`src/hdl/sfc_pkg.sv`:
```
// Shared types, constants and field layout for the sphere frustum cull unit.
// No dependencies; every other file imports this package.
package sfc_pkg;

    localparam int FRAC_BITS  = 16;
    localparam int NUM_PLANES = 6;
    localparam int DATA_W     = 32;
    localparam int MUL_W      = 33;
    localparam int PROD_W     = 2 * MUL_W;
    localparam int MAG_W      = 33;
    localparam int SUM_W      = 64;
    localparam int ROOT_W     = 32;
    localparam int NUM_W      = MAG_W + FRAC_BITS;
    localparam int DIV_CNT_W  = $clog2(NUM_W);
    localparam int ACC_W      = 68;
    localparam int RAD_W      = 31;

    localparam int IN_TDATA_W  = 264;
    localparam int IN_TUSER_W  = 2;
    localparam int OUT_TDATA_W = 8;

    localparam int ROW_LSB = 0;
    localparam int M0_LSB  = 2;
    localparam int PX_LSB  = M0_LSB + 4 * DATA_W;
    localparam int RAD_LSB = PX_LSB + 3 * DATA_W;
    localparam int ALL_BIT = RAD_LSB + RAD_W;

    typedef logic signed [ACC_W-1:0] acc_t;

    typedef enum logic [1:0] {
        OP_WRITE_ROW = 2'd0,
        OP_RECOMPUTE = 2'd1,
        OP_TEST      = 2'd2,
        OP_NOP       = 2'd3
    } op_t;

    typedef enum logic [2:0] {
        ST_IDLE,
        ST_LOAD,
        ST_MAG,
        ST_SQ,
        ST_SQRT,
        ST_DIV,
        ST_TEST
    } state_t;

endpackage

```
`src/hdl/sfc_mul.sv`:
```
// Shared signed multiplier with a registered product.
// Depends on sfc_pkg.
module sfc_mul (
    input  logic                                 clk,
    input  logic signed [sfc_pkg::MUL_W-1:0]     a,
    input  logic signed [sfc_pkg::MUL_W-1:0]     b,
    output logic signed [sfc_pkg::PROD_W-1:0]    prod
);
    import sfc_pkg::*;

    always_ff @(posedge clk)
    begin
        prod <= a * b;
    end

endmodule

```
`config.mk`:
```
export PLATFORM = sky130hd
export DESIGN_NAME = sfc_mul
export DESIGN_NICKNAME = d
export VERILOG_FILES = /design/src/hdl/sfc_pkg.sv /design/src/hdl/sfc_mul.sv
export SDC_FILE = /design/constraint.sdc
export NUM_CORES = 2
export LEC_CHECK = 0
export BUFFER_PORTS_ARGS = -buffer_cell sky130_fd_sc_hd__clkbuf_2
export CAP_MARGIN = 40
export CORE_AREA = 5 5 257 259
export DETAILED_ROUTE_END_ITERATION = 12
export DIE_AREA = 0 0 262 264
export HOLD_SLACK_MARGIN = 0.02
export PLACE_DENSITY = 0.82
export SYNTH_ARGS = -nofsm -noshare
export SYNTH_HDL_FRONTEND = slang
export SYNTH_SLANG_ARGS = --single-unit
export TNS_END_PERCENT = 5
```
`constraint.sdc`:
```
create_clock -name clk -period 19 [get_ports clk]
set_clock_uncertainty 0.15 [all_clocks]
set_input_delay 2.85 -clock clk [delete_from_list [all_inputs] [get_ports clk]]
set_output_delay 2.85 -clock clk [all_outputs]
set_load 0.005 [all_outputs]
```
==> impl_metrics.csv <==
group,metric,value,unit
setup_path,start_kind,"primary input",
final_layout,largest_reg_flops,66,
placement,gp_congestion,0.937,
setup_path,path_buf_inv,7,
drt,drtIter0Drc,2287,
synth,synth_flop_cell,"dfxtp_1",
drt,num_vias,29300,
sta,worst_pin_slew,0.975,ns
global_route,track_usage,32.3,%
setup_path,critPathRequiredTime,19.11,ns
clocking,cts_resized,0,
final_layout,final_cell_mix,"fa_1, inv_1, and2_1",
final_layout,top_register,"prod",
drt,vias_per_cell,5.70,
drt,ant_nets,0,
setup_path,crit_slowest_cell,"a22oi_1",
sta,clock.fmax,0.0918,GHz
synth,synthCells,4338,
clocking,holdBufCountCts,0,
drt,drtPass1Iterations,6,
clocking,clock-root-buffer,"clkbuf_16",
setup_path,crit_family,"adder cells",
synth,synth_edf_count,0,
run_status,status,"finished clean",
setup_path,arrival,11.00,ns
setup_path,critPathMaxFanout,33,
setup_path,cp-end-kind,"flop",
worst_hold_path,hp-class,"in -> reg",
drt,avgRoutedWirePerCell,20.7,um
floorplan,start_util,64.0,%
drt,routed_wl,106000,um
setup_path,max_stage_delay,0.61,ns
sta,finalCritPeriodShare,57.3,%
floorplan,die_h,264,um
synth,ys_ff_latch,66,
global_route,grt_pass1_vias,32900,
floorplan,rows,93,
clocking,cts_sinks,66,
sta,setup_viol,0,
drt,drc,0,
sta,fin_setup_tns,0,ns
placement,dpl.hpwl,85900,um
clocking,cts_tree,"done",
synth,yosys_warnings,0,
clocking,cts_buffers,9,
final_layout,fillers,4873,
final_layout,layout-drive-gt1-share,4.87,%
clocking,cts_htree_levels,3,
synth,ys_seq_area_share,3.24,%
global_route,antenna_found_initial,2,
synth,netlist_area,40700,um^2
synth,yosysUniqueCellTypes,80,
sta,period_needed,10.90,ns
synth,synth.avg_cell_area,9.39,um^2
clocking,clkTransAtPathRegs,0.07,ns
sta,report.final.slew_viol_count,0,
synth,synth_fp_nets,5767,
setup_path,criticalPathCategory,"in -> reg",
sta,timing.slew.headroom,35.0,%
setup_path,path_common_cell,"fa_1",
synth,synth-async-reset-ratio,0,%
final_layout,fin_nets,5714,
floorplan,ioPinCount,133,
final_layout,area_growth_syn_to_layout,3.34,%
clocking,cts_setup_buffers,0,
floorplan,fp.dieW,262,um
sta,rsz0062_at_grt,"false",
final_layout,final_common_cell,"fa_1",
global_route,grt_pass1_wl,174000,um
sta,hold_viol,0,
floorplan,core-area,63600,um^2
placement,port_buffers,132,
global_route,grt_max_degree,34,
job,maxCapViolations,0,
clocking,clockBufferDepth,2,
global_route,grt_remaining_overflow,0,
final_layout,reg_top3,"prod: 66 flops",
floorplan,die_area,69200,um^2
-- layer usage --
metal  up-vias  part of all wire (%)  track usage [%]
li1      12200                     -                -
met1     15100                    35             39.6
met2      1560                    50             54.5
met3       423                   8.8             6.67
met4         0                   6.3             16.1
met5         -                     0                0
-- cell families after synthesis --
| logic type | Yosys count | share of synthesized area [%] |
|---|---|---|
| buf+inv | 1352 | 12.5 |
| fa+ha+maj | 1362 | 62.9 |
| simple gates | 1271 | 15.8 |
| xor+xnor | 68 | 1.46 |
| flops | 66 | 3.24 |
| compound gates | 219 | 4.07 |
-- cell type report --
| cell class | count | area (um^2) | share of cell area, % |
|---|---|---|---|
| Clock buffer | 11 | 243 | 0.577 |
| Clock inverter | 5 | 30.0 | 0.0713 |
| Antenna cell | 1 | 2.50 | 0.00594 |
| Inverter | 1131 | 4250 | 10.1 |
| Sequential cell | 66 | 1320 | 3.14 |
| Multi-Input combinational cell | 2920 | 34300 | 81.5 |
| Tap cell | 855 | 1070 | 2.54 |
| Timing Repair Buffer | 157 | 868 | 2.06 |
-- worst paths after layout --
kind,from,endpoint,slack [ns],cells past startpoint
setup / recovery,a[26],prod[58]$_DFF_P_,8.10,25
hold / removal,a[0],prod[0]$_DFF_P_,2.94,3
-- Yosys cell counts (4+ instances only) --
library cell	count	area share [%]
a211o_1	6	0.13
a211oi_1	7	0.13
a21o_1	36	0.66
a21oi_1	57	0.70
a31oi_1	8	0.12
and2_1	562	8.6
and3_1	5	0.077
and4_1	5	0.11
buf_2	11	0.14
clkbuf_1	208	1.9
dfxtp_1	66	3.2
fa_1	1145	56
ha_1	217	6.7
inv_1	1131	10
nand2_1	551	5.1
nand2b_1	12	0.18
nand3_1	25	0.31
nand4_1	11	0.17
nor2_1	68	0.63
nor2b_1	5	0.077
nor3_1	7	0.086
o211ai_1	4	0.074
o21a_1	6	0.11
o21ai_0	25	0.31
o21ai_1	6	0.074
o21bai_1	11	0.20
xnor2_1	43	0.92
xor2_1	25	0.54
-- through the flow --
step           std cells  setup slack, ns  hold slack [ns]  util, %  area [um^2]
6_report            5146             8.10             2.94     66.1        42100
5_1_grt             5146             7.78             2.95     66.1        42100
4_1_cts             5144             8.18             2.92     66.1        42100
3_5_place_dp        5128             7.79             3.07     65.7        41800
3_3_place_gp        5127             7.65             3.07     65.7        41800
2_1_floorplan       4338             8.76             2.83        -        40700
-- worst min-delay path, cell delays in order --
cell and delay, ns:
clkbuf_2 0.08, buf_4 0.26, and2_1 0.22
Power is not shown: default switching activity piles up to over one toggle a cycle in this logic, so the estimate is an artifact.
