===== src/hdl/sfc_pkg.sv =====
// Shared types, constants and field layout for the sphere frustum cull unit.
// No dependencies; every other file imports this package.
package sfc_pkg;

    localparam int FRAC_BITS  = 16;
    localparam int NUM_PLANES = 6;
    localparam int DATA_W     = 32;
    localparam int MUL_W      = 33;
    localparam int PROD_W     = 2 * MUL_W;
    localparam int MAG_W      = 33;
    localparam int SUM_W      = 64;
    localparam int ROOT_W     = 32;
    localparam int NUM_W      = MAG_W + FRAC_BITS;
    localparam int DIV_CNT_W  = $clog2(NUM_W);
    localparam int ACC_W      = 68;
    localparam int RAD_W      = 31;

    localparam int IN_TDATA_W  = 264;
    localparam int IN_TUSER_W  = 2;
    localparam int OUT_TDATA_W = 8;

    localparam int ROW_LSB = 0;
    localparam int M0_LSB  = 2;
    localparam int PX_LSB  = M0_LSB + 4 * DATA_W;
    localparam int RAD_LSB = PX_LSB + 3 * DATA_W;
    localparam int ALL_BIT = RAD_LSB + RAD_W;

    typedef logic signed [ACC_W-1:0] acc_t;

    typedef enum logic [1:0] {
        OP_WRITE_ROW = 2'd0,
        OP_RECOMPUTE = 2'd1,
        OP_TEST      = 2'd2,
        OP_NOP       = 2'd3
    } op_t;

    typedef enum logic [2:0] {
        ST_IDLE,
        ST_LOAD,
        ST_MAG,
        ST_SQ,
        ST_SQRT,
        ST_DIV,
        ST_TEST
    } state_t;

endpackage


===== src/hdl/sfc_sqrt.sv =====
// Iterative integer square root, one result bit per cycle.
// Depends on sfc_pkg.
module sfc_sqrt (
    input  logic                          clk,
    input  logic                          rst_n,
    input  logic                          start,
    input  logic [sfc_pkg::SUM_W-1:0]     radicand,
    output logic                          done,
    output logic [sfc_pkg::ROOT_W-1:0]    root
);
    import sfc_pkg::*;

    logic [SUM_W-1:0] rem_reg, rem_next;
    logic [SUM_W-1:0] res_reg, res_next;
    logic [4:0]       cnt_reg, cnt_next;
    logic             busy_reg, busy_next;
    logic             done_reg, done_next;
    logic [SUM_W-1:0] bitv;
    logic [SUM_W-1:0] trial;

    always_comb
    begin
        bitv      = SUM_W'(1) << {cnt_reg, 1'b0};
        trial     = res_reg + bitv;
        rem_next  = rem_reg;
        res_next  = res_reg;
        cnt_next  = cnt_reg;
        busy_next = busy_reg;
        done_next = 1'b0;
        if (start)
        begin
            rem_next  = radicand;
            res_next  = '0;
            cnt_next  = 5'd31;
            busy_next = 1'b1;
        end
        else if (busy_reg)
        begin
            if (rem_reg >= trial)
            begin
                rem_next = rem_reg - trial;
                res_next = (res_reg >> 1) + bitv;
            end
            else
            begin
                res_next = res_reg >> 1;
            end
            cnt_next = cnt_reg - 5'd1;
            if (cnt_reg == 5'd0)
            begin
                busy_next = 1'b0;
                done_next = 1'b1;
            end
        end
    end

    always_ff @(posedge clk or negedge rst_n)
    begin
        if (!rst_n)
        begin
            busy_reg <= 1'b0;
            done_reg <= 1'b0;
        end
        else
        begin
            busy_reg <= busy_next;
            done_reg <= done_next;
        end
    end

    always_ff @(posedge clk)
    begin
        rem_reg <= rem_next;
        res_reg <= res_next;
        cnt_reg <= cnt_next;
    end

    assign done = done_reg;
    assign root = res_reg[ROOT_W-1:0];

endmodule


===== config.mk =====
export PLATFORM = sky130hd
export DESIGN_NAME = sfc_sqrt
export DESIGN_NICKNAME = d
export VERILOG_FILES = /design/src/hdl/sfc_pkg.sv /design/src/hdl/sfc_sqrt.sv
export SDC_FILE = /design/constraint.sdc
export NUM_CORES = 1
export LEC_CHECK = 0
export BUFFER_PORTS_ARGS = -buffer_cell sky130_fd_sc_hd__buf_2
export CAP_MARGIN = 20
export CORE_MARGIN = 5
export CORE_UTILIZATION = 60
export CTS_CLUSTER_DIAMETER = 50
export DETAILED_ROUTE_END_ITERATION = 6
export PLACE_DENSITY = 0.79
export REMOVE_ABC_BUFFERS = 1
export SETUP_SLACK_MARGIN = 0.1
export SYNTH_ARGS = -nofsm -noshare
export SYNTH_HDL_FRONTEND = slang
export SYNTH_SLANG_ARGS = --single-unit

===== constraint.sdc =====
create_clock -name clk -period 24.5 [get_ports clk]
set_input_delay 4.9 -clock clk [delete_from_list [all_inputs] [get_ports clk]]
set_output_delay 4.9 -clock clk [all_outputs]
set_load 0.01 [all_outputs]

==> summary.txt <==
STA
  • Final setup fails: 0
  • Slew margin rel.: 38.4%
  • Tcrit/Tclk final: 32.1%
  • Final min period: 7870 ps
  • Total negative slack: 0 ps
  • Worst slew pin tran: 921 ps
  • Max Clock Freq: 0.127 GHz
  • Final Hold Fails: 0
  • RSZ-0062 raised after global routing: false
  • Slew Limit Fails: 0
  • Clock skew: 16.6 ps

Synth
  • Compound-gate portion of the synthesized area: 28.2%
  • Synthesized area: 0.0150 mm²
  • Register area share after synthesis: 22.4%
  • #FFs+latches synth: 135
  • Post-synth EDFFs: 64
  • Yosys warns: 0
  • Area share of fa/ha/maj cells after synthesis: 11.4%
  • Ys async rst share: 1.48%
  • Syn Area/Cell: 7.66 µm²
  • Ys flop type: dfxtp_1
  • Simple-gate share of the synthesized area: 21.8%
  • Netlist cell types: 94
  • Syn Inst Count: 1,955
  • Post-synthesis mux area share: 1.38%
  • Post-Synth XOR/XNOR Area: 8.84%
  • Largest family of logic cells by synthesized area: compound AO/OA/AOI/OAI gates

Route
  • Avg WL per Cell: 20.4 µm
  • Drt drc: 0
  • DRT Pass-1 Iters: 6
  • 1st-iter DRT viols: 1,735
  • Total length of routed wires: 46,300 µm
  • DRT antenna net count: 0
  • Via count: 15,200
  • Detailed-route vias per instance: 6.69

Clock network
  • CTS Hold Buffers Added: 0
  • Maximum clock path buffer count: 2
  • Clock sinks: 135
  • Post-CTS sizing: 0
  • Num CTS Buffers: 17
  • Root buf cell: clkbuf_16
  • Post-CTS Setup Inserts: 0
  • CTS tree: yes
  • H-tree depth: 4
  • Clk pin slew, worst setup/hold paths: 70 ps
  • Clock Latency Late Sink: 440 ps

Worst setup path
  • Critical Setup Path Class: flip-flop to flip-flop
  • CP Launch Type: flip-flop
  • Worst EP required: 24,570 ps
  • Critical Path Sink Type: flip-flop
  • Worst EP arrival: 7940 ps
  • Crit-path max FO: 62

Floorplanning
  • Core Area: 0.0245 mm²
  • Die H: 168 µm
  • Starting Density: 61.2%
  • Top-Level Pins: 100
  • Die X-Extent: 168 µm
  • Row count: 57
  • Full die area: 0.0282 mm²

Power and ir drop
  • Pwr per Cell Area: 118 mW/mm²
  • VDD IR max: 0.0752 mV
  • Part of the power in registers: 22.6%
  • Internal power: 943 µW
  • Switching share of power: 49.6%
  • Leakage: 0.00644 µW
  • Combinational cell fraction of total power: 63.0%
  • P_sw: 929 µW
  • Clock share of power: 14.4%

Cells and area
  • Fill cell count: 2,162
  • ANT cells: 0
  • Nets: 2,135
  • Post-Layout Inst Area: 0.0158 mm²
  • Final std cells w/o fill: 2,271
  • Area Overhead vs Synth: 5.82%
  • Most frequent cells in the layout: nand2_1, nor2_1, o21ai_0, ha_1, a21oi_1
  • Layout cells sized above 1: 10.9%
  • Commonest non-fill, non-tap cell in the layout: nand2_1

Global route
  • GRT Residual Overflow: 0
  • Initial antenna violation count: 1
  • GRT Total Usage: 31.7%
  • First-pass GRT wire length: 74,000 µm
  • Vias in the first global route: 13,900
  • Largest net degree at the start of global routing: 93

Placement
  • Placed inst area: 0.0152 mm²
  • Port bufs: 99
  • Placer Congestion: 0.972
  • DP Wirelength: 34,700 µm
  • Dpl cells: 2,239

Status
  • Status: finished, final reports clean

Flow run
  • Max Cap Viol: 0

Hold path
  • Hold Crit Class: flip-flop to flip-flop
==> power groups by stage <==
stage          registers (µW)  logic, µW  clock network (µW)
2_1_floorplan             406        857                   0
3_3_place_gp              422       1120                   0
3_5_place_dp              419       1140                   0
4_1_cts                   419       1150                 269
5_1_grt                   429       1290                 282
6_report                  422       1180                 270
==> cell usage after synthesis (8+ instances only) <==
cell type,count,area [µm²]
nand2_1,240,901
nor2_1,187,702
o21ai_0,155,776
ha_1,133,1660
a21oi_1,119,596
clkbuf_1,98,368
xnor2_1,87,762
dfxtp_1,69,1380
edfxtp_1,64,1920
xor2_1,64,561
a31oi_1,61,382
inv_1,50,188
a21o_1,47,353
nand4_1,45,282
a211oi_1,41,308
nand3_1,39,195
nor3_1,35,175
buf_4,34,255
and3_1,33,206
and2_1,24,150
o21bai_1,23,173
a311oi_1,21,184
a31o_2,17,149
o21a_1,17,128
mux2i_1,15,150
nor2b_1,15,93.8
or3_1,15,93.8
and4_1,12,105
a221oi_1,11,96.3
buf_2,11,55.1
nor4_1,11,68.8
nand2b_1,10,62.6
o31ai_1,9,67.6
o211ai_1,8,60.1
or2_2,8,50.1
==> final cells by class <==
| class | instances | area, µm² | area share [%] |
|---|---|---|---|
| inverters | 50 | 188 | 1.19 |
| clock buffers | 19 | 464 | 2.93 |
| repair buffers | 107 | 562 | 3.55 |
| flip-flops and latches | 135 | 3360 | 21.2 |
| multi-input cells | 1623 | 10700 | 67.8 |
| well taps | 324 | 405 | 2.56 |
| clock inverters | 13 | 126 | 0.798 |
==> path summary, 6_finish.rpt <==
check	start	endpoint	slack [ps]	cells past startpoint
hold reg to reg	res_reg[0]$_SDFFE_PP0P_	res_reg[0]$_SDFFE_PP0P_	550	2
setup / recovery	cnt_reg[0]$_SDFFE_PP1P_	rem_reg[46]$_DFFE_PP_	16630	25
max in group asynchronous	rst_n	busy_reg$_DFF_PN0_	20160	1
min in group asynchronous	rst_n	busy_reg$_DFF_PN0_	4230	1
hold / removal	res_reg[0]$_SDFFE_PP0P_	res_reg[0]$_SDFFE_PP0P_	550	2
setup reg to reg	cnt_reg[0]$_SDFFE_PP1P_	rem_reg[46]$_DFFE_PP_	16630	25
==> critical path, stage by stage, from the launching register on <==
cell	delay [ps]
dfxtp_1	430
inv_1	110
ha_1	220
nand2b_1	190
nor2_1	110
ha_1	340
and2_1	230
a2111oi_0	560
a211o_1	200
o32a_1	230
a21oi_1	130
or3_1	430
a41oi_1	350
o21ai_0	160
xnor2_1	180
ha_1	420
nand3_1	170
nor2_1	180
o41ai_2	110
o21ai_0	380
nor3_1	100
a31oi_1	320
o21ai_4	90
buf_4	340
o21ai_4	810
buf_4	600
==> metrics by stage <==
step	worst slack [ps]	power (µW)	hold WS (ps)	util [%]
2_1_floorplan	14210	1260	508	-
3_3_place_gp	16950	1540	495	62.3
3_5_place_dp	16810	1560	543	62.3
4_1_cts	16770	1840	554	64.7
5_1_grt	16120	2000	589	64.7
6_report	16630	1870	555	64.7
==> routing by layer <==
layer	part of all wire [%]	track usage, %
met1	45	46.4
met2	43	48.4
met3	10	6.10
met4	1.8	6.99
met5	0.028	0
==> cells by family after synthesis <==
logic type,after synthesis
simple gates,694
compound gates,622
buf+inv,197
xor+xnor,151
fa+ha+maj,136
flops,135
mux,20
(Power assumes the default switching activity.)
