==> src/hdl/sfc_pkg.sv <==
// Shared types, constants and field layout for the sphere frustum cull unit.
// No dependencies; every other file imports this package.
package sfc_pkg;

    localparam int FRAC_BITS  = 16;
    localparam int NUM_PLANES = 6;
    localparam int DATA_W     = 32;
    localparam int MUL_W      = 33;
    localparam int PROD_W     = 2 * MUL_W;
    localparam int MAG_W      = 33;
    localparam int SUM_W      = 64;
    localparam int ROOT_W     = 32;
    localparam int NUM_W      = MAG_W + FRAC_BITS;
    localparam int DIV_CNT_W  = $clog2(NUM_W);
    localparam int ACC_W      = 68;
    localparam int RAD_W      = 31;

    localparam int IN_TDATA_W  = 264;
    localparam int IN_TUSER_W  = 2;
    localparam int OUT_TDATA_W = 8;

    localparam int ROW_LSB = 0;
    localparam int M0_LSB  = 2;
    localparam int PX_LSB  = M0_LSB + 4 * DATA_W;
    localparam int RAD_LSB = PX_LSB + 3 * DATA_W;
    localparam int ALL_BIT = RAD_LSB + RAD_W;

    typedef logic signed [ACC_W-1:0] acc_t;

    typedef enum logic [1:0] {
        OP_WRITE_ROW = 2'd0,
        OP_RECOMPUTE = 2'd1,
        OP_TEST      = 2'd2,
        OP_NOP       = 2'd3
    } op_t;

    typedef enum logic [2:0] {
        ST_IDLE,
        ST_LOAD,
        ST_MAG,
        ST_SQ,
        ST_SQRT,
        ST_DIV,
        ST_TEST
    } state_t;

endpackage

==> src/hdl/sfc_div.sv <==
// Restoring divider, one quotient bit per cycle.
// Depends on sfc_pkg.
module sfc_div (
    input  logic                          clk,
    input  logic                          rst_n,
    input  logic                          start,
    input  logic [sfc_pkg::NUM_W-1:0]     numer,
    input  logic [sfc_pkg::ROOT_W-1:0]    denom,
    output logic                          done,
    output logic [sfc_pkg::NUM_W-1:0]     quot
);
    import sfc_pkg::*;

    logic [ROOT_W-1:0]    rem_reg, rem_next;
    logic [NUM_W-1:0]     quo_reg, quo_next;
    logic [DIV_CNT_W-1:0] cnt_reg, cnt_next;
    logic                 busy_reg, busy_next;
    logic                 done_reg, done_next;
    logic [ROOT_W:0]      shifted;
    logic [ROOT_W:0]      diff;

    always_comb
    begin
        shifted   = {rem_reg, quo_reg[NUM_W-1]};
        diff      = shifted - {1'b0, denom};
        rem_next  = rem_reg;
        quo_next  = quo_reg;
        cnt_next  = cnt_reg;
        busy_next = busy_reg;
        done_next = 1'b0;
        if (start)
        begin
            rem_next  = '0;
            quo_next  = numer;
            cnt_next  = DIV_CNT_W'(NUM_W - 1);
            busy_next = 1'b1;
        end
        else if (busy_reg)
        begin
            if (shifted >= {1'b0, denom})
            begin
                rem_next = diff[ROOT_W-1:0];
                quo_next = {quo_reg[NUM_W-2:0], 1'b1};
            end
            else
            begin
                rem_next = shifted[ROOT_W-1:0];
                quo_next = {quo_reg[NUM_W-2:0], 1'b0};
            end
            cnt_next = cnt_reg - DIV_CNT_W'(1);
            if (cnt_reg == '0)
            begin
                busy_next = 1'b0;
                done_next = 1'b1;
            end
        end
    end

    always_ff @(posedge clk or negedge rst_n)
    begin
        if (!rst_n)
        begin
            busy_reg <= 1'b0;
            done_reg <= 1'b0;
        end
        else
        begin
            busy_reg <= busy_next;
            done_reg <= done_next;
        end
    end

    always_ff @(posedge clk)
    begin
        rem_reg <= rem_next;
        quo_reg <= quo_next;
        cnt_reg <= cnt_next;
    end

    assign done = done_reg;
    assign quot = quo_reg;

endmodule

==> config.mk <==
export PLATFORM = sky130hd
export DESIGN_NAME = sfc_div
export DESIGN_NICKNAME = d
export VERILOG_FILES = /design/src/hdl/sfc_pkg.sv /design/src/hdl/sfc_div.sv
export SDC_FILE = /design/constraint.sdc
export NUM_CORES = 1
export LEC_CHECK = 0
export ABC_AREA = 0
export BUFFER_PORTS_ARGS = -buffer_cell sky130_fd_sc_hd__buf_2
export CAP_MARGIN = 10
export CORE_ASPECT_RATIO = 0.6
export CORE_MARGIN = 5
export CORE_UTILIZATION = 50
export DETAILED_ROUTE_END_ITERATION = 8
export PLACE_DENSITY = 0.72
export SYNTH_ARGS = -nofsm -noshare
export SYNTH_HDL_FRONTEND = slang
export SYNTH_SLANG_ARGS = --single-unit
==> constraint.sdc <==
create_clock -name clk -period 3.6 [get_ports clk]
set_input_delay 0.36 -clock clk [delete_from_list [all_inputs] [get_ports clk]]
set_output_delay 0.36 -clock clk [all_outputs]
set_load 0.02 [all_outputs]
==> impl_metrics.tcl, run 1 <==
set metrics [dict create \
    status "completed" \
    crit_arrival_ns 3.43 \
    wirelength_um 14400 \
    grt_pass1_wl_um 22900 \
    die_h_um 91.9 \
    period_needed_ns 3.20 \
    fillers 912 \
    startpoint_type "flip-flop" \
    nets 805 \
    worstPathMaxFanout 4 \
    start_util_pct 52.0 \
    async_reset_ff_share_pct 2.25 \
    min_period_over_period_pct 88.8 \
    cts.sink_count 89 \
    path_clk_slew_ns 0.07 \
    dr.pass1.iters 5 \
    synth_edf_count 49 \
    routedWlPerCell_um 17.4 \
    grt-ovfl-total 0 \
    wl_met3_um 990 \
    layout_commonest_cell "buf_2" \
    rsz0062_at_grt "false" \
    fin_tns_setup_ns 0 \
    ys_types 58 \
    numCtsBuffers 9 \
    p_per_area_nw_per_um2 401 \
    cts_tree "yes" \
    design.die.area_um2 13400 \
    syn-cell-area_um2 5580 \
    gp_congestion 0.881 \
    layout_common_cells "buf_2, nor2_1, mux2_2, edfxtp_1, a21oi_1" \
    hp-class "in2reg" \
    rows 29 \
    wl_met1_um 7000 \
    worst_ep_required_time_ns 3.83 \
    maxCapViolations 0 \
    io_buffer_count 133 \
    fin_worst_skew_ns 0.00709 \
    setup_viol 0 \
    die_w_um 146 \
    viasPerCell 5.73 \
    highest-signal-layer "met4" \
    max-vdd-ir-drop_v 0.000271 \
    slew_headroom_pct 31.7 \
    yosys_warnings 0 \
    synth_seq_cells 89 \
    slew_violations 0 \
    cts-hold-fix-buffers 1 \
    clockBufferDepth 2 \
    timing.fmax_ghz 0.313 \
    clk_latency_ns 0.34 \
    ant_nets 0 \
    first_iter_violations 353 \
    area_growth_syn_to_layout_pct 18.4 \
    grt_max_degree 61 \
    syn_area_per_cell_um2 9.83 \
    hold_viol 0 \
    yosysSeqAreaShare_pct 40.9 \
    n_antenna_cell 0 \
    grt_usage_pct 20.8 \
    syn-num-nets 687 \
    design_area_um2 6610 \
    p_leak_nw 2.99 \
    ys.flop_type "edfxtp_1" \
    cts_htree_levels 3 \
    worst_pin_slew_ns 1.02 \
    met2_length_um 6320 \
    endpoint_kind "flip-flop" \
    synth_cells 568 \
    critical_path_class "reg2reg" \
    coreArea_um2 10700 \
    postCtsSetupBuffers 0 \
    ios 134 \
    grt_pass1_vias 4403 \
    drc 0 \
    fin_util_pct 61.5 \
    dp_hpwl_um 10800 \
    antenna_found_initial 0 \
    hold_ws_ns 0.318 \
    cts_repair_resize_count 0 \
    root_buffer "clkbuf_16" \
    vias 4752 \
    dpl_cell_area_um2 6300 \
    drive_gt1_share_pct 30.1 \
    r2r_slack_ns 0.40 \
    largest_reg_flops 49 \
]
==> path summary, 6_finish.rpt <==
| kind | from | to | depth (start not counted) |
|---|---|---|---|
| hold / removal | numer[28] | quot[28]$_DFFE_PP_ | 2 |
| setup / recovery | quot[48]$_DFFE_PP_ | rem_reg[30]$_SDFFE_PP0P_ | 12 |
| max in group asynchronous | rst_n | busy_reg$_DFF_PN0_ | 2 |
| setup reg to reg | quot[48]$_DFFE_PP_ | rem_reg[30]$_SDFFE_PP0P_ | 12 |
| min in group asynchronous | rst_n | done$_DFF_PN0_ | 2 |
| hold reg to reg | cnt_reg[0]$_SDFFE_PP0P_ | cnt_reg[0]$_SDFFE_PP0P_ | 2 |
==> synth_stat cells, types with 16 or more instances <==
| cell type | instances | area, um^2 |
|---|---|---|
| inv_1 | 41 | 154 |
| nand2_1 | 28 | 105 |
| dfxtp_1 | 38 | 761 |
| edfxtp_1 | 49 | 1470 |
| nor2_1 | 57 | 214 |
| xnor2_1 | 20 | 175 |
| clkbuf_1 | 16 | 60.1 |
| mux2_2 | 49 | 552 |
| a211oi_1 | 23 | 173 |
| ha_1 | 34 | 425 |
| o21ai_0 | 22 | 110 |
| a21oi_1 | 41 | 205 |
==> kinds of logic after synthesis <==
logic type / count (synthesis) / share of synthesized area [%]
muxes: 56 / 11.1
DFF: 89 / 40.9
AOI/OAI and AO/OA: 149 / 18.1
xor gates and xnor gates: 31 / 4.86
buffers and inverters: 71 / 5.60
and+or+nand+nor: 137 / 11.5
adders and majority gates: 35 / 7.98
==> per-layer routing <==
layer  vias to the layer above  track usage, %
met5                         -               0
met4                         0            4.30
met3                        13            4.63
met2                       202            32.1
met1                      2231            30.3
li1                       2306               -
==> power by group <==
part | switching [W] | internal [W] | leakage (nW)
Combinational | 0.000265 | 0.000205 | 1.99
Clock | 0.000426 | 0.000545 | 0.144
Sequential | 0.0000493 | 0.00116 | 0.852
Total | 0.000740 | 0.00191 | 2.99
==> layout make-up <==
class,count,area [um^2],area share (%)
multi-input combinational,408,2990,45.2
clock buffer,9,225,3.41
tap,139,174,2.63
timing repair buffer,137,711,10.8
clock inverter,7,76.3,1.15
sequential,89,2280,34.5
inverter,41,154,2.33
==> worst max-delay path, stage by stage, from the launching register on <==
cell and delay [ns]:
edfxtp_1 0.41, inv_1 0.06, ha_1 0.21, fa_1 0.42, nor2b_1 0.19, o2111ai_1 0.14
a21oi_1 0.47, o21ai_0 0.27, a31oi_2 0.26, o22ai_2 0.13, o21ai_0 0.28, xnor2_1 0.17
o21ai_1 0.07
==> metrics by stage <==
| stage | instances | worst slack [ns] | total power [W] |
|---|---|---|---|
| final | 830 | 0.402 | 0.00265 |
| after CTS | 830 | 0.514 | 0.00267 |
| after floorplan | 568 | 1.02 | 0.00153 |
| after global routing | 830 | 0.232 | 0.00275 |
| after global placement | 813 | 0.543 | 0.00168 |
| after detailed placement | 813 | 0.484 | 0.00170 |
(Power assumes the default switching activity.)
==> inputs of run 2 (changes only) <==
--- a/config.mk
+++ b/config.mk
@@ -12,7 +12,8 @@
 export CORE_MARGIN = 5
 export CORE_UTILIZATION = 50
 export DETAILED_ROUTE_END_ITERATION = 8
-export PLACE_DENSITY = 0.72
+export PLACE_DENSITY = 0.75
 export SYNTH_ARGS = -nofsm -noshare
 export SYNTH_HDL_FRONTEND = slang
 export SYNTH_SLANG_ARGS = --single-unit
+export TNS_END_PERCENT = 20
==> impl_metrics.tcl, run 2 (synthesized netlist as in run 1, its figures left out) <==
set metrics [dict create \
    gp_congestion 0.942 \
    numCtsBuffers 9 \
    vias 4668 \
    cts_htree_levels 3 \
    hold_viol 0 \
    p_per_area_nw_per_um2 401 \
    hp-start "numer[35]" \
    grt-ovfl-total 0 \
    timing.fmax_ghz 0.338 \
    dr.pass1.iters 5 \
    setup_viol 0 \
    root_buffer "clkbuf_16" \
    n_antenna_cell 0 \
    area_growth_syn_to_layout_pct 18.8 \
    crit_arrival_ns 3.18 \
    die_w_um 146 \
    highest-signal-layer "met4" \
    whs_endpoint "quot[35]$_DFFE_PP_" \
    first_iter_violations 294 \
    grt_max_degree 61 \
    dpl.cell_count 815 \
    slew_headroom_pct 33.0 \
    ant_nets 0 \
    comb_power_share_pct 17.7 \
    largest_reg_flops 49 \
    fillers 923 \
    p_leak_nw 3.00 \
    worstPathMaxFanout 4 \
    ios 134 \
    coreArea_um2 10700 \
    r2r_slack_ns 0.64 \
    dp_hpwl_um 10700 \
    maxCapViolations 0 \
    grt_pass1_wl_um 22500 \
    die_h_um 91.9 \
    endpoint_kind "flip-flop" \
    pwr-share-seq_pct 45.4 \
    startpoint_type "flip-flop" \
    routedWlPerCell_um 16.8 \
    cts_tree "yes" \
    wirelength_um 14000 \
    whs_path_depth 2 \
    fin_tns_setup_ns 0 \
    worst_pin_slew_ns 1.00 \
    wl_met3_um 1130 \
    start_util_pct 52.0 \
    timing.rr.start "quot[48]$_DFFE_PP_" \
    period_needed_ns 2.96 \
    critical_path_class "reg2reg" \
    ff2ff_path_depth 12 \
    status "completed" \
    rsz0062_at_grt "false" \
    grt_pass1_vias 4409 \
    layout_commonest_cell "buf_2" \
    reg2reg_to "rem_reg[30]$_SDFFE_PP0P_" \
    max-vdd-ir-drop_v 0.000241 \
    drive_gt1_share_pct 30.4 \
    grt_usage_pct 20.4 \
    antenna_found_initial 0 \
    pwr-share-clk_pct 36.9 \
    hp-class "in2reg" \
    instances_no_fill 832 \
    cts_repair_resize_count 0 \
    path_clk_slew_ns 0.07 \
    design.die.area_um2 13400 \
    rows 29 \
    io_buffer_count 133 \
    nets 807 \
    multi_input_area_um2 2990 \
    wl_met1_um 6840 \
    worst_ep_required_time_ns 3.82 \
    fin_worst_skew_ns 0.00850 \
    drc 0 \
    layout_common_cells "buf_2, nor2_1, mux2_2, edfxtp_1, a21oi_1" \
    min_period_over_period_pct 82.3 \
    viasPerCell 5.61 \
    seqCellArea_um2 2280 \
    cts.sink_count 89 \
    power.internal_w 0.00192 \
    p_switching_w 0.000742 \
    clockBufferDepth 2 \
    slew_violations 0 \
    met2_length_um 5920 \
    clk_latency_ns 0.34 \
    p_sw_share_pct 27.9 \
]
## run 2: changes by cell type in the layout (fill, tap and decap cells not counted), sizes merged
cell,change
buf,+2
clkinv,-1
clkinvlp,+1
## run 2: layout make-up
| cell class | instances | area share [%] |
|---|---|---|
| clock buffers | 9 | 3.39 |
| well taps | 139 | 2.62 |
| flip-flops and latches | 89 | 34.4 |
| inverters | 41 | 2.32 |
| multi-input cells | 408 | 45.0 |
| repair buffers | 139 | 10.9 |
| clock inverters | 7 | 1.28 |
## run 2: worst max-delay path by stage
stage | startpoint | endpoint | cells after the start
final | quot[48]$_DFFE_PP_ | rem_reg[30]$_SDFFE_PP0P_ | 12
after floorplan | denom[20] | quot[0]$_DFFE_PP_ | 10
after CTS | rem_reg[19]$_SDFFE_PP0P_ | rem_reg[10]$_SDFFE_PP0P_ | 10
after global placement | denom[4] | rem_reg[10]$_SDFFE_PP0P_ | 13
after detailed placement | denom[26] | rem_reg[10]$_SDFFE_PP0P_ | 13
after global routing | quot[48]$_DFFE_PP_ | rem_reg[24]$_SDFFE_PP0P_ | 12
## run 2: worst max-delay path: stages, from the launching register on
cell	delay [ns]
edfxtp_1	0.39
inv_1	0.06
ha_1	0.21
fa_1	0.40
nor2b_1	0.17
o2111ai_1	0.14
a21oi_1	0.43
o21ai_0	0.24
a31oi_2	0.22
o22ai_2	0.13
o21ai_0	0.25
xnor2_1	0.15
o21ai_1	0.06
## run 2: metrics by stage
stage                     power [W]  area, um^2  worst slack [ns]  utilization [%]  hold slack, ns
after global routing        0.00277        6630             0.402             61.8           0.311
after global placement      0.00168        6310             0.684             58.8           0.154
final                       0.00266        6630             0.638             61.8           0.320
after detailed placement    0.00170        6310             0.485             58.8           0.156
after CTS                   0.00268        6630             0.685             61.8           0.309
after floorplan             0.00153        5580              1.02                -          0.0644
## run 2: what timing repair did
action / 4_1_cts / 5_1_grt
buffers inserted: 0 / 0
setup endpoints to repair: 0 / 0
hold endpoints to repair: 2 / 0
hold buffers: 1 / 0
## run 2: layer usage
metal	vias up	global-route usage (%)
met3	12	5.96
met4	0	4.23
met2	175	29.3
met1	2176	30.4
li1	2305	-
met5	-	0
## run 2: power groups by stage
stage,clock [W],combinational (W),sequential (W)
2_1_floorplan,0,0.000231,0.00130
3_3_place_gp,0,0.000457,0.00122
3_5_place_dp,0,0.000467,0.00123
4_1_cts,0.00100,0.000471,0.00121
5_1_grt,0.00104,0.000509,0.00122
6_report,0.000982,0.000470,0.00121
==> inputs of run 3 (changes only) <==
--- a/config.mk
+++ b/config.mk
@@ -10,9 +10,9 @@
 export CAP_MARGIN = 10
 export CORE_ASPECT_RATIO = 0.6
 export CORE_MARGIN = 5
-export CORE_UTILIZATION = 50
+export CORE_UTILIZATION = 49
 export DETAILED_ROUTE_END_ITERATION = 8
-export PLACE_DENSITY = 0.75
+export PLACE_DENSITY = 0.77
 export SYNTH_ARGS = -nofsm -noshare
 export SYNTH_HDL_FRONTEND = slang
 export SYNTH_SLANG_ARGS = --single-unit
==> constraint.sdc (replaced) <==
create_clock -name clk -period 2.7 [get_ports clk]
set_input_delay 0.27 -clock clk [delete_from_list [all_inputs] [get_ports clk]]
set_output_delay 0.27 -clock clk [all_outputs]
set_load 0.02 [all_outputs]
==> impl_metrics.tcl, run 3 (synthesized netlist as in run 1, its figures left out) <==
set metrics [dict create \
    status "completed" \
    cts_htree_levels 3 \
    hp-class "in2reg" \
    antenna_found_initial 0 \
    critical-path-max-stage-delay_ns 0.39 \
    routedWlPerCell_um 17.3 \
    largest_reg_flops 49 \
    ios 134 \
    grt_max_degree 73 \
    drive_gt1_share_pct 34.5 \
    dp_hpwl_um 11300 \
    first_iter_violations 306 \
    grt_pass1_vias 4628 \
    rows 30 \
    slew_headroom_pct 40.8 \
    worstPathMaxFanout 35 \
    maxCapViolations 0 \
    cp_slowest_cell "a311o_1" \
    instances_no_fill 859 \
    wirelength_um 14900 \
    p_per_area_nw_per_um2 500 \
    slew_violations 0 \
    worst_ep_required_time_ns 2.94 \
    power.internal_w 0.00248 \
    io_buffer_count 133 \
    clockBufferDepth 2 \
    max-vdd-ir-drop_v 0.000303 \
    cts.sink_count 89 \
    dr.pass1.iters 6 \
    path_clk_slew_ns 0.07 \
    layout_commonest_cell "buf_2" \
    grt_usage_pct 21.2 \
    numCtsBuffers 9 \
    ant_nets 0 \
    fin_worst_skew_ns 0.00671 \
    timing.fmax_ghz 0.381 \
    setup_viol 0 \
    root_buffer "clkbuf_16" \
    area_growth_syn_to_layout_pct 23.2 \
    min_period_over_period_pct 97.3 \
    start_util_pct 49.7 \
    postCtsSetupBuffers 0 \
    p_switching_w 0.000965 \
    drc 0 \
    design_area_um2 6880 \
    worst-path-buf-inv 1 \
    rsz0062_at_grt "true" \
    pwr-share-clk_pct 33.7 \
    gp_congestion 0.868 \
    dpl.cell_count 842 \
    grt_pass1_wl_um 23700 \
    cts_tree "yes" \
    comb_power_share_pct 19.3 \
    nets 829 \
    endpoint_kind "flip-flop" \
    die_h_um 92.7 \
    period_needed_ns 2.63 \
    viasPerCell 5.57 \
    design.die.area_um2 13700 \
    vias 4787 \
    startpoint_type "flip-flop" \
    layout_common_cells "buf_2, nor2_1, mux2_2, edfxtp_1, inv_1" \
    die_w_um 148 \
    worst_pin_slew_ns 0.887 \
    p_leak_nw 3.09 \
    critical_path_class "reg2reg" \
    clk_latency_ns 0.33 \
    n_antenna_cell 0 \
    cp_cell_sequence "ha_1 -> a211oi_2 -> o21bai_1 -> a31o_1 -> a311o_1 -> o21ai_4 -> buf_12 -> and2_1 -> a31oi_1 -> a211oi_1" \
    p_sw_share_pct 28.1 \
    grt-ovfl-total 0 \
    crit_arrival_ns 2.86 \
    hold_viol 0 \
    coreArea_um2 11200 \
    pwr-share-seq_pct 46.9 \
    crit_family "compound AO/OA/AOI/OAI gates" \
    dpl_cell_area_um2 6500 \
]
## run 3: cell types whose count changed in the layout (fill, tap and decap cells not counted), sizes merged
| cell | previous run | this run |
|---|---|---|
| buf | 138 | 160 |
| bufinv | 1 | 0 |
| clkbuf | 9 | 11 |
| clkinvlp | 2 | 3 |
| inv | 44 | 42 |
## run 3: layout make-up
cell class              instances  area, um^2
clock inverters                 5        40.0
fillers                       964        4350
multi-input cells             408        3080
repair buffers                161         903
well taps                     144         180
inverters                      41         154
flip-flops and latches         89        2280
clock buffers                  11         233
## run 3: stage by stage
step | utilization, % | setup slack, ns | TNS (ns) | power, W | hold slack (ns)
2_1_floorplan | - | 0.128 | 0 | 0.00205 | -0.0256
3_3_place_gp | 57.9 | 0.0610 | 0 | 0.00226 | 0.0570
3_5_place_dp | 57.9 | -0.0215 | -0.0320 | 0.00229 | 0.0575
4_1_cts | 60.4 | 0.0154 | 0 | 0.00346 | 0.223
5_1_grt | 61.3 | -0.0353 | -0.0530 | 0.00361 | 0.226
6_report | 61.3 | 0.0720 | 0 | 0.00344 | 0.234
## run 3: path summary, 6_finish.rpt
check	startpoint	end	slack [ns]	cells after the start
worst max-delay path	rem_reg[19]$_SDFFE_PP0P_	rem_reg[10]$_SDFFE_PP0P_	0.07	10
worst min register to register	cnt_reg[0]$_SDFFE_PP0P_	cnt_reg[0]$_SDFFE_PP0P_	0.47	2
worst max register to register	rem_reg[19]$_SDFFE_PP0P_	rem_reg[10]$_SDFFE_PP0P_	0.07	10
worst min-delay path	numer[32]	quot[32]$_DFFE_PP_	0.23	2
max in group asynchronous	rst_n	busy_reg$_DFF_PN0_	2.36	2
min in group asynchronous	rst_n	done$_DFF_PN0_	0.25	2
## run 3: power by group through the flow
| stage | clock [W] | sequential [W] | combinational [W] |
|---|---|---|---|
| finish | 0.00116 | 0.00162 | 0.000665 |
| global route | 0.00126 | 0.00163 | 0.000721 |
| CTS | 0.00119 | 0.00162 | 0.000656 |
| detailed placement | 0 | 0.00164 | 0.000648 |
| global placement | 0 | 0.00163 | 0.000627 |
| floorplan | 0 | 0.00174 | 0.000308 |
## run 3: timing repair
action                                  4_1_cts  5_1_grt
hold buffers                                  1        0
pin swaps                                     3        8
endpoints found under the setup margin        2       28
endpoints found under the hold margin         2        0
resized for setup                             2       24
## run 3: worst reg2reg max path: stages (launching register included)
cell and delay (ns):
dfxtp_1 0.38, ha_1 0.27, a211oi_2 0.22, o21bai_1 0.13, a31o_1 0.29, a311o_1 0.39, o21ai_4 0.18, buf_12 0.20
and2_1 0.16, a31oi_1 0.04, a211oi_1 0.26
## run 3: metal layers
metal | up-vias | routed length (um) | GRT usage, %
met2 | 151 | 6640 | 32.9
li1 | 2353 | - | -
met3 | 10 | 918 | 5.72
met5 | - | 0 | 0
met1 | 2273 | 7200 | 30.3
met4 | 0 | 91 | 3.57
